## src/hw/rtl/hsvg_pkg.sv

```systemverilog
// Shared widths, codes and types of the HSV gradient to RGB core.
package hsvg_pkg;

   localparam int HUE_W      = 13;
   localparam int SV_W       = 9;
   localparam int POS_W      = 13;
   localparam int CH_W       = 8;
   localparam int CSR_IDX_W  = 3;
   localparam int CSR_DATA_W = 13;
   localparam int FRAC_W     = 10;
   localparam int NUM_W      = 18;

   localparam logic [HUE_W-1:0] HUE_FULL   = 13'd5760;
   localparam logic [HUE_W-1:0] HUE_HALF   = 13'd2880;
   localparam logic [SV_W-1:0]  UNIT_SV    = 9'd256;
   localparam logic [POS_W-1:0] UNIT_POS   = 13'd4096;
   localparam logic [FRAC_W-1:0] HUE_SECTOR = 10'd960;
   localparam logic [NUM_W:0]   NUM_FULL   = 19'd245760;

   localparam logic [CSR_IDX_W-1:0] CSR_START_HUE        = 3'd0;
   localparam logic [CSR_IDX_W-1:0] CSR_START_SATURATION = 3'd1;
   localparam logic [CSR_IDX_W-1:0] CSR_START_VALUE      = 3'd2;
   localparam logic [CSR_IDX_W-1:0] CSR_END_HUE          = 3'd3;
   localparam logic [CSR_IDX_W-1:0] CSR_END_SATURATION   = 3'd4;
   localparam logic [CSR_IDX_W-1:0] CSR_END_VALUE        = 3'd5;

   localparam logic [2:0] SEC_RY = 3'd0;
   localparam logic [2:0] SEC_YG = 3'd1;
   localparam logic [2:0] SEC_GC = 3'd2;
   localparam logic [2:0] SEC_CB = 3'd3;
   localparam logic [2:0] SEC_BM = 3'd4;
   localparam logic [2:0] SEC_MR = 3'd5;

   typedef struct packed {
      logic [HUE_W-1:0] start_hue;
      logic [SV_W-1:0]  start_saturation;
      logic [SV_W-1:0]  start_value;
      logic [HUE_W-1:0] end_hue;
      logic [SV_W-1:0]  end_saturation;
      logic [SV_W-1:0]  end_value;
   } cfg_type;

   typedef struct packed {
      logic             valid;
      logic [HUE_W-1:0] hue;
      logic [SV_W-1:0]  saturation;
      logic [SV_W-1:0]  value;
   } hsv_type;

endpackage

```

## src/hw/rtl/hsv_gradient_to_rgb_core.sv

```systemverilog
// A transaction accepted at one clock edge shows its color once it has passed the whole pipeline.
// Throughput: one transaction per cycle while busy is low, set by the seven-stage pipeline.
// Reset is synchronous; it empties the pipeline and clears all endpoint registers.
// While reset is high busy is high; otherwise busy stays low and results never wait.
// Top level of the HSV gradient to RGB core.
module hsv_gradient_to_rgb_core (
   input  logic                              clock,
   input  logic                              reset,
   input  logic                              start,
   output logic                              busy,
   input  logic [hsvg_pkg::POS_W-1:0]        req_position,
   output logic                              rsp_strobe,
   output logic [hsvg_pkg::CH_W-1:0]         rsp_red,
   output logic [hsvg_pkg::CH_W-1:0]         rsp_green,
   output logic [hsvg_pkg::CH_W-1:0]         rsp_blue,
   input  logic                              csr_valid,
   output logic                              csr_ready,
   input  logic [hsvg_pkg::CSR_IDX_W-1:0]    csr_index,
   input  logic [hsvg_pkg::CSR_DATA_W-1:0]   csr_data
);

   hsvg_pkg::cfg_type   cfg;
   hsvg_pkg::hsv_type   hsv;
   logic                in_valid;

   assign busy     = reset;
   assign in_valid = start && !busy;

   hsvg_csr u_csr (
      .clock     (clock),
      .reset     (reset),
      .csr_valid (csr_valid),
      .csr_ready (csr_ready),
      .csr_index (csr_index),
      .csr_data  (csr_data),
      .cfg       (cfg)
   );

   hsvg_interp u_interp (
      .clock    (clock),
      .reset    (reset),
      .in_valid (in_valid),
      .position (req_position),
      .cfg      (cfg),
      .hsv      (hsv)
   );

   hsvg_convert u_convert (
      .clock     (clock),
      .reset     (reset),
      .hsv       (hsv),
      .out_valid (rsp_strobe),
      .red       (rsp_red),
      .green     (rsp_green),
      .blue      (rsp_blue)
   );

endmodule

```

## src/hw/rtl/hsvg_csr.sv

```systemverilog
// Configuration registers holding the two HSV endpoints of the gradient.
module hsvg_csr (
   input  logic                                clock,
   input  logic                                reset,
   input  logic                                csr_valid,
   output logic                                csr_ready,
   input  logic [hsvg_pkg::CSR_IDX_W-1:0]      csr_index,
   input  logic [hsvg_pkg::CSR_DATA_W-1:0]     csr_data,
   output hsvg_pkg::cfg_type                   cfg
);

   hsvg_pkg::cfg_type             cfg_ff;
   hsvg_pkg::cfg_type             cfg_in;
   logic [hsvg_pkg::HUE_W-1:0]    hue_wr;
   logic [hsvg_pkg::SV_W-1:0]     sv_wr;

   assign csr_ready = 1'b1;

   always_comb begin
      hue_wr = (csr_data >= hsvg_pkg::HUE_FULL) ? csr_data - hsvg_pkg::HUE_FULL : csr_data;
      sv_wr  = (csr_data[hsvg_pkg::SV_W-1:0] > hsvg_pkg::UNIT_SV) ?
               hsvg_pkg::UNIT_SV : csr_data[hsvg_pkg::SV_W-1:0];
      cfg_in = cfg_ff;
      if (csr_valid && csr_ready) begin
         unique case (csr_index)
            hsvg_pkg::CSR_START_HUE:        cfg_in.start_hue        = hue_wr;
            hsvg_pkg::CSR_START_SATURATION: cfg_in.start_saturation = sv_wr;
            hsvg_pkg::CSR_START_VALUE:      cfg_in.start_value      = sv_wr;
            hsvg_pkg::CSR_END_HUE:          cfg_in.end_hue          = hue_wr;
            hsvg_pkg::CSR_END_SATURATION:   cfg_in.end_saturation   = sv_wr;
            hsvg_pkg::CSR_END_VALUE:        cfg_in.end_value        = sv_wr;
            default:                        cfg_in = cfg_ff;
         endcase
      end
   end

   always_ff @(posedge clock) begin
      if (reset) begin
         cfg_ff <= '0;
      end else begin
         cfg_ff <= cfg_in;
      end
   end

   assign cfg = cfg_ff;

endmodule

```

## src/hw/rtl/hsvg_interp.sv

```systemverilog
// Three-stage interpolation of hue, saturation and value along the gradient.
module hsvg_interp (
   input  logic                            clock,
   input  logic                            reset,
   input  logic                            in_valid,
   input  logic [hsvg_pkg::POS_W-1:0]      position,
   input  hsvg_pkg::cfg_type               cfg,
   output hsvg_pkg::hsv_type               hsv
);

   logic                                s1_valid_ff, s1_valid_in;
   logic [hsvg_pkg::POS_W-1:0]          s1_pos_ff, s1_pos_in;
   logic signed [hsvg_pkg::HUE_W-1:0]   s1_dh_ff, s1_dh_in;
   logic signed [hsvg_pkg::SV_W:0]      s1_ds_ff, s1_ds_in;
   logic signed [hsvg_pkg::SV_W:0]      s1_dv_ff, s1_dv_in;
   logic signed [hsvg_pkg::HUE_W:0]     dh_raw;
   logic signed [hsvg_pkg::HUE_W:0]     dh_wrap;

   logic                                s2_valid_ff, s2_valid_in;
   logic signed [hsvg_pkg::HUE_W-1:0]   s2_fh_ff, s2_fh_in;
   logic signed [hsvg_pkg::SV_W:0]      s2_fs_ff, s2_fs_in;
   logic signed [hsvg_pkg::SV_W:0]      s2_fv_ff, s2_fv_in;
   logic signed [hsvg_pkg::POS_W:0]     pos_s;
   logic signed [26:0]                  prod_h;
   logic signed [23:0]                  prod_s;
   logic signed [23:0]                  prod_v;

   hsvg_pkg::hsv_type                   hsv_ff, hsv_in;
   logic signed [hsvg_pkg::HUE_W+1:0]   hue_sum;
   logic signed [hsvg_pkg::SV_W+1:0]    sat_sum;
   logic signed [hsvg_pkg::SV_W+1:0]    val_sum;

   always_comb begin
      s1_valid_in = in_valid;
      s1_pos_in   = (position > hsvg_pkg::UNIT_POS) ? hsvg_pkg::UNIT_POS : position;
      dh_raw      = $signed({1'b0, cfg.end_hue}) - $signed({1'b0, cfg.start_hue});
      dh_wrap     = dh_raw;
      if (dh_raw > $signed({1'b0, hsvg_pkg::HUE_HALF})) begin
         dh_wrap = dh_raw - $signed({1'b0, hsvg_pkg::HUE_FULL});
      end else if (dh_raw < -$signed({1'b0, hsvg_pkg::HUE_HALF})) begin
         dh_wrap = dh_raw + $signed({1'b0, hsvg_pkg::HUE_FULL});
      end
      s1_dh_in = dh_wrap[hsvg_pkg::HUE_W-1:0];
      s1_ds_in = $signed({1'b0, cfg.end_saturation}) - $signed({1'b0, cfg.start_saturation});
      s1_dv_in = $signed({1'b0, cfg.end_value}) - $signed({1'b0, cfg.start_value});
   end

   always_comb begin
      pos_s       = $signed({1'b0, s1_pos_ff});
      prod_h      = 27'(s1_dh_ff) * 27'(pos_s);
      prod_s      = 24'(s1_ds_ff) * 24'(pos_s);
      prod_v      = 24'(s1_dv_ff) * 24'(pos_s);
      s2_valid_in = s1_valid_ff;
      s2_fh_in    = prod_h[24:12];
      s2_fs_in    = prod_s[21:12];
      s2_fv_in    = prod_v[21:12];
   end

   always_comb begin
      hue_sum = $signed({2'b00, cfg.start_hue}) +
                $signed({{2{s2_fh_ff[hsvg_pkg::HUE_W-1]}}, s2_fh_ff});
      if (hue_sum < 0) begin
         hue_sum = hue_sum + $signed({2'b00, hsvg_pkg::HUE_FULL});
      end else if (hue_sum >= $signed({2'b00, hsvg_pkg::HUE_FULL})) begin
         hue_sum = hue_sum - $signed({2'b00, hsvg_pkg::HUE_FULL});
      end
      sat_sum = $signed({2'b00, cfg.start_saturation}) +
                $signed({s2_fs_ff[hsvg_pkg::SV_W], s2_fs_ff});
      val_sum = $signed({2'b00, cfg.start_value}) +
                $signed({s2_fv_ff[hsvg_pkg::SV_W], s2_fv_ff});
      hsv_in.valid      = s2_valid_ff;
      hsv_in.hue        = hue_sum[hsvg_pkg::HUE_W-1:0];
      hsv_in.saturation = sat_sum[hsvg_pkg::SV_W-1:0];
      hsv_in.value      = val_sum[hsvg_pkg::SV_W-1:0];
   end

   always_ff @(posedge clock) begin
      s1_pos_ff <= s1_pos_in;
      s1_dh_ff  <= s1_dh_in;
      s1_ds_ff  <= s1_ds_in;
      s1_dv_ff  <= s1_dv_in;
      s2_fh_ff  <= s2_fh_in;
      s2_fs_ff  <= s2_fs_in;
      s2_fv_ff  <= s2_fv_in;
      if (reset) begin
         s1_valid_ff <= 1'b0;
         s2_valid_ff <= 1'b0;
         hsv_ff      <= '0;
      end else begin
         s1_valid_ff <= s1_valid_in;
         s2_valid_ff <= s2_valid_in;
         hsv_ff      <= hsv_in;
      end
   end

   assign hsv = hsv_ff;

endmodule

```

## src/hw/rtl/hsvg_convert.sv

```systemverilog
// Four-stage six-sector HSV to RGB conversion with registered result.
module hsvg_convert (
   input  logic                         clock,
   input  logic                         reset,
   input  hsvg_pkg::hsv_type            hsv,
   output logic                         out_valid,
   output logic [hsvg_pkg::CH_W-1:0]    red,
   output logic [hsvg_pkg::CH_W-1:0]    green,
   output logic [hsvg_pkg::CH_W-1:0]    blue
);

   logic                              s4_valid_ff, s4_valid_in;
   logic [2:0]                        s4_sector_ff, s4_sector_in;
   logic [hsvg_pkg::FRAC_W-1:0]       s4_frac_ff, s4_frac_in;
   logic [hsvg_pkg::SV_W-1:0]         s4_sat_ff, s4_sat_in;
   logic [hsvg_pkg::SV_W-1:0]         s4_val_ff, s4_val_in;
   logic [hsvg_pkg::HUE_W-1:0]        frac_wide;

   logic                              s5_valid_ff, s5_valid_in;
   logic [2:0]                        s5_sector_ff, s5_sector_in;
   logic                              s5_grey_ff, s5_grey_in;
   logic [hsvg_pkg::SV_W-1:0]         s5_val_ff, s5_val_in;
   logic [hsvg_pkg::NUM_W-1:0]        s5_numq_ff, s5_numq_in;
   logic [hsvg_pkg::NUM_W-1:0]        s5_numt_ff, s5_numt_in;
   logic [16:0]                       s5_pp_ff, s5_pp_in;
   logic [hsvg_pkg::NUM_W:0]          sf;
   logic [hsvg_pkg::NUM_W:0]          st;
   logic [hsvg_pkg::NUM_W:0]          numq_wide;
   logic [hsvg_pkg::NUM_W:0]          numt_wide;
   logic [hsvg_pkg::FRAC_W-1:0]       frac_rest;
   logic [hsvg_pkg::SV_W-1:0]         sat_rest;

   logic                              s6_valid_ff, s6_valid_in;
   logic [2:0]                        s6_sector_ff, s6_sector_in;
   logic                              s6_grey_ff, s6_grey_in;
   logic [26:0]                       s6_mq_ff, s6_mq_in;
   logic [26:0]                       s6_mt_ff, s6_mt_in;
   logic [24:0]                       s6_mp_ff, s6_mp_in;
   logic [hsvg_pkg::CH_W-1:0]         s6_vc_ff, s6_vc_in;
   logic [16:0]                       v255;

   logic                              out_valid_ff;
   logic [hsvg_pkg::CH_W-1:0]         red_ff, red_in;
   logic [hsvg_pkg::CH_W-1:0]         green_ff, green_in;
   logic [hsvg_pkg::CH_W-1:0]         blue_ff, blue_in;
   logic [30:0]                       q17;
   logic [30:0]                       t17;
   logic [hsvg_pkg::CH_W-1:0]         qc;
   logic [hsvg_pkg::CH_W-1:0]         tc;
   logic [hsvg_pkg::CH_W-1:0]         pc;

   always_comb begin
      s4_valid_in = hsv.valid;
      s4_sat_in   = hsv.saturation;
      s4_val_in   = hsv.value;
      if (hsv.hue >= 13'd4800) begin
         s4_sector_in = hsvg_pkg::SEC_MR;
         frac_wide    = hsv.hue - 13'd4800;
      end else if (hsv.hue >= 13'd3840) begin
         s4_sector_in = hsvg_pkg::SEC_BM;
         frac_wide    = hsv.hue - 13'd3840;
      end else if (hsv.hue >= 13'd2880) begin
         s4_sector_in = hsvg_pkg::SEC_CB;
         frac_wide    = hsv.hue - 13'd2880;
      end else if (hsv.hue >= 13'd1920) begin
         s4_sector_in = hsvg_pkg::SEC_GC;
         frac_wide    = hsv.hue - 13'd1920;
      end else if (hsv.hue >= 13'd960) begin
         s4_sector_in = hsvg_pkg::SEC_YG;
         frac_wide    = hsv.hue - 13'd960;
      end else begin
         s4_sector_in = hsvg_pkg::SEC_RY;
         frac_wide    = hsv.hue;
      end
      s4_frac_in = frac_wide[hsvg_pkg::FRAC_W-1:0];
   end

   always_comb begin
      frac_rest    = hsvg_pkg::HUE_SECTOR - s4_frac_ff;
      sat_rest     = hsvg_pkg::UNIT_SV - s4_sat_ff;
      sf           = 19'(s4_sat_ff) * 19'(s4_frac_ff);
      st           = 19'(s4_sat_ff) * 19'(frac_rest);
      numq_wide    = hsvg_pkg::NUM_FULL - sf;
      numt_wide    = hsvg_pkg::NUM_FULL - st;
      s5_valid_in  = s4_valid_ff;
      s5_sector_in = s4_sector_ff;
      s5_grey_in   = (s4_sat_ff == '0);
      s5_val_in    = s4_val_ff;
      s5_numq_in   = numq_wide[hsvg_pkg::NUM_W-1:0];
      s5_numt_in   = numt_wide[hsvg_pkg::NUM_W-1:0];
      s5_pp_in     = 17'(s4_val_ff) * 17'(sat_rest);
   end

   always_comb begin
      v255         = 17'(s5_val_ff) * 17'd255;
      s6_valid_in  = s5_valid_ff;
      s6_sector_in = s5_sector_ff;
      s6_grey_in   = s5_grey_ff;
      s6_mq_in     = 27'(s5_val_ff) * 27'(s5_numq_ff);
      s6_mt_in     = 27'(s5_val_ff) * 27'(s5_numt_ff);
      s6_mp_in     = 25'(s5_pp_ff) * 25'd255;
      s6_vc_in     = v255[15:8];
   end

   always_comb begin
      q17 = {s6_mq_ff, 4'b0000} + 31'(s6_mq_ff);
      t17 = {s6_mt_ff, 4'b0000} + 31'(s6_mt_ff);
      qc  = q17[29:22];
      tc  = t17[29:22];
      pc  = s6_mp_ff[23:16];
      if (s6_grey_ff) begin
         red_in   = s6_vc_ff;
         green_in = s6_vc_ff;
         blue_in  = s6_vc_ff;
      end else begin
         case (s6_sector_ff)
            hsvg_pkg::SEC_RY: begin
               red_in = s6_vc_ff; green_in = tc; blue_in = pc;
            end
            hsvg_pkg::SEC_YG: begin
               red_in = qc; green_in = s6_vc_ff; blue_in = pc;
            end
            hsvg_pkg::SEC_GC: begin
               red_in = pc; green_in = s6_vc_ff; blue_in = tc;
            end
            hsvg_pkg::SEC_CB: begin
               red_in = pc; green_in = qc; blue_in = s6_vc_ff;
            end
            hsvg_pkg::SEC_BM: begin
               red_in = tc; green_in = pc; blue_in = s6_vc_ff;
            end
            default: begin
               red_in = s6_vc_ff; green_in = pc; blue_in = qc;
            end
         endcase
      end
   end

   always_ff @(posedge clock) begin
      s4_sector_ff <= s4_sector_in;
      s4_frac_ff   <= s4_frac_in;
      s4_sat_ff    <= s4_sat_in;
      s4_val_ff    <= s4_val_in;
      s5_sector_ff <= s5_sector_in;
      s5_grey_ff   <= s5_grey_in;
      s5_val_ff    <= s5_val_in;
      s5_numq_ff   <= s5_numq_in;
      s5_numt_ff   <= s5_numt_in;
      s5_pp_ff     <= s5_pp_in;
      s6_sector_ff <= s6_sector_in;
      s6_grey_ff   <= s6_grey_in;
      s6_mq_ff     <= s6_mq_in;
      s6_mt_ff     <= s6_mt_in;
      s6_mp_ff     <= s6_mp_in;
      s6_vc_ff     <= s6_vc_in;
      red_ff       <= red_in;
      green_ff     <= green_in;
      blue_ff      <= blue_in;
      if (reset) begin
         s4_valid_ff  <= 1'b0;
         s5_valid_ff  <= 1'b0;
         s6_valid_ff  <= 1'b0;
         out_valid_ff <= 1'b0;
      end else begin
         s4_valid_ff  <= s4_valid_in;
         s5_valid_ff  <= s5_valid_in;
         s6_valid_ff  <= s6_valid_in;
         out_valid_ff <= s6_valid_ff;
      end
   end

   assign out_valid = out_valid_ff;
   assign red       = red_ff;
   assign green     = green_ff;
   assign blue      = blue_ff;

endmodule

```

## config.mk

```make
export PLATFORM = sky130hd
export DESIGN_NAME = hsv_gradient_to_rgb_core
export DESIGN_NICKNAME = d
export VERILOG_FILES = /design/src/hw/rtl/hsvg_pkg.sv /design/src/hw/rtl/hsv_gradient_to_rgb_core.sv /design/src/hw/rtl/hsvg_csr.sv /design/src/hw/rtl/hsvg_interp.sv /design/src/hw/rtl/hsvg_convert.sv
export SDC_FILE = /design/constraint.sdc
export NUM_CORES = 2
export LEC_CHECK = 0
export BUFFER_PORTS_ARGS = -buffer_cell sky130_fd_sc_hd__buf_2
export CORE_MARGIN = 8
export CORE_UTILIZATION = 48
export DETAILED_ROUTE_END_ITERATION = 6
export PLACE_DENSITY = 0.63
export SETUP_SLACK_MARGIN = 0.5
export SYNTH_ARGS = -nofsm -noshare
export SYNTH_HDL_FRONTEND = slang
export SYNTH_SLANG_ARGS = --single-unit
```

## constraint.sdc

```tcl
create_clock -name clock -period 6.73 [get_ports clock]
set_input_delay 1.346 -clock clock [delete_from_list [all_inputs] [get_ports clock]]
set_output_delay 1.346 -clock clock [all_outputs]
set_load 0.1 [all_outputs]
```

After elaboration in Yosys (flattened, before gate mapping)
Cells that the tools add are included.
{"block": "totals", "regBits": 388, "in_bits": 33, "output_inout_bits": 27, "word_cells": 133}
{"block": "op_classes", "add_sub_neg": 22, "n_mul": 10, "n_lt_le_gt_ge": 12, "eq_ne": 9, "mux": 21, "n_reduce_logical": 16}
{"op": "$pmux 8 s3", "count": 3}
{"op": "$mux 13", "count": 5}
{"op": "$add 30x27->30", "count": 2}
{"op": "$mul 9x18->27", "count": 2}
{"op": "$mux 10", "count": 5}
{"op": "$sub 10x10->10 const B", "count": 5}
{"op": "$mul 10x14->21", "count": 2}
{"op": "$sub 13x13->13 const B", "count": 3}
{"op": "$mul 9x10->18", "count": 2}
{"op": "$sub 18x18->18 const A", "count": 2}
{"op": "$add 13x13->13 const B", "count": 2}
{"op": "$ge 13x12->1 const B", "count": 2}
{"op": "$ge 13x13->1 const B", "count": 2}
{"op": "$mul 13x14->25", "count": 1}
{"op": "$mul 17x8->24 const B", "count": 1}
{"op": "$mux 8", "count": 3}
{"op": "$sub 9x9->10", "count": 2}
{"op": "$add 9x9->9", "count": 2}
{"op": "$mul 9x9->17", "count": 1}
{"op": "$mul 9x8->16 const B", "count": 1}
{"op": "$add 14x13->15", "count": 1}
{"op": "$ge 15x14->1 const B", "count": 1}
{"op": "$lt 15x1->1 const B", "count": 1}
{"op": "$gt 14x13->1 const B", "count": 1}
{"op": "other kinds (20)", "count": 38}

Logic depth before layout (Yosys ltp)
{"block": "logic_depth", "ltp_word": 6, "ltp_mapped": 24}

By module
A second synthesis with hierarchy kept.
{"block": "unflattened", "hier_cells": 5621, "area_unflattened_um2": 50621.0}
{"module": "hsvg_convert", "instances": 1, "cells_per_inst": 3223, "area_per_inst_um2": 29363.2, "seq_area_each_um2": 3943.8}
{"module": "hsvg_interp", "instances": 1, "cells_per_inst": 2077, "area_per_inst_um2": 18674.2, "seq_area_each_um2": 2222.1}
{"module": "hsvg_csr", "instances": 1, "cells_per_inst": 319, "area_per_inst_um2": 2562.5, "seq_area_each_um2": 1241.2}
{"module": "hsv_gradient_to_rgb_core", "instances": 1, "cells_per_inst": 2, "area_per_inst_um2": 21.3, "seq_area_each_um2": 0.0}

Worst setup path after synthesis
Ideal clock, no wire load.
{"block": "synth_path", "kind": "register -> register", "from": "reg u_interp.s1_pos_ff[7] (netlist bit)", "to": "reg u_interp.s2_fh_ff[12] (netlist bit)", "setup_ns": 0.121, "arrival_time_ns": 5.518, "setup_slack_ns": 1.091, "path_stages_with_launch": 23, "period_less_slack_ns": 5.639, "path_cell_list": "dfxtp_1 -> clkbuf_1 -> and2_1 -> fa_1 -> inv_1 -> fa_1 -> inv_1 -> fa_1 -> inv_1 -> fa_1 -> inv_1 -> fa_1 -> ha_1 -> ha_1 -> o21a_1 -> o21a_1 -> o221ai_1 -> a21oi_1 -> o41ai_1 -> o21ai_0 -> nor4_1 -> o41a_1 -> xnor2_1"}
{"block": "synth_via", "elab_chain_cells": 1}
{"element": "from (decl)", "line_no": "hsvg_interp.sv:12", "rtl": "logic [hsvg_pkg::POS_W-1:0] s1_pos_ff, s1_pos_in;"}
{"element": "from (signal assigned)", "line_no": "hsvg_interp.sv:78", "rtl": "s1_pos_ff <= s1_pos_in;"}
{"element": "$mul 13x14->25", "line_no": "hsvg_interp.sv:50", "rtl": "prod_h = 27'(s1_dh_ff) * 27'(pos_s);"}
{"element": "net u_interp.prod_h[24]", "line_no": "hsvg_interp.sv:24", "rtl": "logic signed [26:0] prod_h;"}
{"element": "to (signal assigned)", "line_no": "hsvg_interp.sv:82", "rtl": "s2_fh_ff <= s2_fh_in;"}
{"element": "to (decl)", "line_no": "hsvg_interp.sv:20", "rtl": "logic signed [hsvg_pkg::HUE_W-1:0] s2_fh_ff, s2_fh_in;"}
The timed path passes the listed nets, and every way through them passes these cells.
A chain may end at the register's enable or synchronous reset.

Worst setup path after layout
{"block": "layout_path", "from": "reg u_interp.s1_dh_ff[1] (netlist bit)", "to": "reg u_interp.s2_fh_ff[12] (netlist bit)"}
{"block": "layout_via", "elab_chain_cells": 1}
{"element": "from (decl)", "line_no": "hsvg_interp.sv:13", "rtl": "logic signed [hsvg_pkg::HUE_W-1:0] s1_dh_ff, s1_dh_in;"}
{"element": "from (signal assigned)", "line_no": "hsvg_interp.sv:79", "rtl": "s1_dh_ff <= s1_dh_in;"}
{"element": "$mul 13x14->25", "line_no": "hsvg_interp.sv:50"}
{"element": "net u_interp.prod_h[24]", "line_no": "hsvg_interp.sv:24"}
The timed path passes the listed nets, and every way through them passes these cells.

==> key figures <==
Global routing
  – Grt ovf: 0
  – Initial antenna violation count: 5
  – Tot GR Track Use: 0.192
  – Vias in the first global route: around 37000
  – Largest net degree at the start of global routing: 81
  – Global-route wire length before repair: 186 mm

Detailed routing
  – Initial DRC Count: 1695
  – Number of nets still failing antenna checks after routing: 0
  – Drt wl/cell: roughly 16 µm
  – Vias per Instance: just over 5
  – Drt pass-1 iters: 5
  – Remaining DRCs: 0
  – Drt total wl: between 100 and 150 mm
  – Via count: 35900

Critical path
  – Worst stage delay on the critical path: about 560 ps
  – Worst path required time: 7300 ps
  – Worst path cell trace: and2_1, fa_1, inv_1, fa_1, inv_1, fa_1, fa_1, fa_1, ha_1, ha_1, nor4_1, nand3_1, o221ai_2, a21oi_2, o41ai_2, o21ai_1, nor4_1, o41a_1, xnor2_1
  – CP Max Fanout: 13
  – Critical path class: reg2reg
  – Data arrival, critical path: approximately 6400 ps
  – CP endpoint kind: register
  – CP startpoint kind: register
  – Worst path bufs/invs: 2
  – Crit-path slowest cell: fa_1
  – Most used cell, CP: fa_1
  – Family with the most delay on the worst path: adder cells

Place
  – DPL Wire Length: 88.6 mm
  – Routability Congestion: between 0.8 and 0.9
  – IO Port Bufs: 58

Synthesis
  – Top FF cell, synth: dfxtp_1
  – Post-synth EDFFs: 0
  – Mapped Area: 50100 µm²
  – Syn avg cell area: around 9.0 µm²
  – Distinct cells, synth: 86
  – Yosys warns: 0
  – Syn Inst Count: around 5600
  – Synth async-reset ratio: 0
  – Synth Net Count: 7030
  – Post-synthesis sequential area ratio: 0.148
  – Yosys reg bits: 370

Floorplanning
  – Width of the chip: 339 µm
  – Num ports: 60
  – Die Ht: around 340 µm
  – CORE AREA: 103000 µm²
  – Initial Util: 0.484
  – Site row count: approximately 120
  – DIE AREA: 115000 µm²

STA
  – Max Slew Vio Count: 0
  – RSZ-0062 raised after global routing: true
  – Final setup viols: 0
  – Clock skew: 50.0 ps
  – Final worst-path cycle share: 0.872
  – Slew HR: 0.269
  – Setup TNS Final: 0 ps
  – Endpoints failing hold: 0
  – Minimum clock period: 5870 ps
  – Slew at the pin with the worst max-slew slack: around 1100 ps
  – Max Freq: 170 MHz

Final layout
  – Layout cells sized above 1: 0.0469
  – Fillers: 9561
  – FF/Latch Area: between 7000 and 8000 µm²
  – Layout area overhead: 7.12%
  – Multi-input logic area: 38100 µm²
  – Final Net Count: 6988

Clock tree
  – CTS tree: yes
  – TritonCTS buffer count: 48
  – Post_cts resized: 5
  – H-tree Lvls: 2
  – Hold_buf cts: 0
  – CTS max path bufs: 3
  – Clk sinks: between 300 and 400
  – Post-CTS setup buffer count: 0
  – Root buffer cell: clkbuf_16
  – Worst-Skew Late Latency: 650 ps
  – Clk slew on worst S/H paths: about 60 ps

Run status
  – Status: finished, final reports clean

Min path
  – Hold Path Class: reg2reg

Job
  – Max Cap Viol: 0
-- stage by stage --
| step | hold WS, ps | worst slack [ps] | cell area [µm²] | util | instances |
|---|---|---|---|---|---|
| 3_5_place_dp | 312 | 411 | 51800 | 0.500 | 6874 |
| 5_1_grt | 329 | 477 | 53700 | 0.518 | 6963 |
| 6_report | 324 | 864 | 53700 | 0.518 | 6966 |
| 3_3_place_gp | 311 | 475 | 51800 | 0.500 | 6874 |
| 2_1_floorplan | 310 | 1090 | 50100 | - | 5586 |
| 4_1_cts | 325 | 522 | 53600 | 0.518 | 6963 |
-- registers in the layout, summed over array words and instances (netlist names), 10 cells and up --
signal and cells:
u_convert.s6_mt_ff 26, u_convert.s4_frac_ff 10, u_convert.s6_mq_ff 27, u_interp.s2_fh_ff 13
u_convert.s5_pp_ff 17, u_interp.hsv 32, u_interp.s1_ds_ff 10, u_convert.s5_numt_ff 17
u_interp.s1_dv_ff 10, u_interp.s1_dh_ff 13, u_interp.s1_pos_ff 13, u_csr.cfg 62
u_convert.s5_numq_ff 18
-- Yosys cell counts, drive strengths merged, types with 6 or more instances --
library cell	count	area, µm²
nor3	64	320
a211oi	24	180
o31ai	8	73.8
nor2b	74	470
a2111oi	7	61.3
and3	20	130
fa	789	15800
a41oi	6	52.6
clkbuf	187	702
o311ai	6	77.6
nand2b	53	332
o21ai	105	526
a311oi	8	70.1
a21oi	182	911
o21a	39	293
nor4	11	68.8
mux2i	9	90.1
xor2	51	447
xnor2	167	1470
a211o	8	71.3
nand3	49	245
a21boi	19	143
buf	22	100
o211ai	20	150
or3	15	95.1
a31oi	21	131
o21bai	17	128
and2	417	2610
nor2	201	754
o22ai	14	87.6
a22oi	7	52.6
dfxtp	370	7410
o311a	7	70.1
o41ai	12	105
o31a	11	96.3
or2	10	65.1
inv	1037	3890
nand2	753	2830
nand4	14	87.6
ha	622	7780
a21o	45	338
-- worst paths after layout --
kind	from	endpoint	slack, ps	cells after the start
worst max-delay path	u_interp.s1_dh_ff[1]	u_interp.s2_fh_ff[12]	860	19
worst min-delay path	u_interp.hsv[4]	u_convert.s4_val_ff[4]	320	0
worst max register to register	u_interp.s1_dh_ff[1]	u_interp.s2_fh_ff[12]	860	19
worst min register to register	u_interp.hsv[4]	u_convert.s4_val_ff[4]	320	0
-- kinds of logic after synthesis --
| group | share of synthesized area |
|---|---|
| simple gates | 0.164 |
| fa+ha+maj | 0.471 |
| buf+inv | 0.0937 |
| compound gates | 0.0821 |
| flops | 0.148 |
| xor+xnor | 0.0383 |
| mux | 0.00292 |
| other cells | 0.0000749 |
-- cell usage in the layout (no fill, tap or decap), types with 53 or more instances in the layout --
cell type,count
a21oi_1,181
xnor2_1,165
buf_2,57
buf_4,58
nor2_1,201
fa_1,789
and2_1,417
dfxtp_1,356
nor2b_1,73
nand2b_1,53
ha_1,622
nor3_1,64
inv_1,1037
o21ai_0,104
nand2_1,752
-- layer usage --
| metal | track usage | wire length (µm) |
|---|---|---|
| met1 | 0.271 | 52300 |
| met2 | 0.308 | 49200 |
| met3 | 0.0288 | 5250 |
| met4 | 0.0490 | 2560 |
| met5 | 0 | 13 |
-- cell type report --
| class | count | share of cell area |
|---|---|---|
| Tap cell | 1380 | 0.0322 |
| Timing Repair Buffer | 117 | 0.0138 |
| Inverter | 1037 | 0.0725 |
| Multi-Input combinational cell | 3970 | 0.710 |
| Clock inverter | 33 | 0.00951 |
| Clock buffer | 56 | 0.0239 |
| Sequential cell | 370 | 0.138 |
| Antenna cell | 3 | 0.000140 |
Power is left out: the tool's default activity adds up to more than one toggle a clock period on the data nets, which glitch-free logic cannot reach.
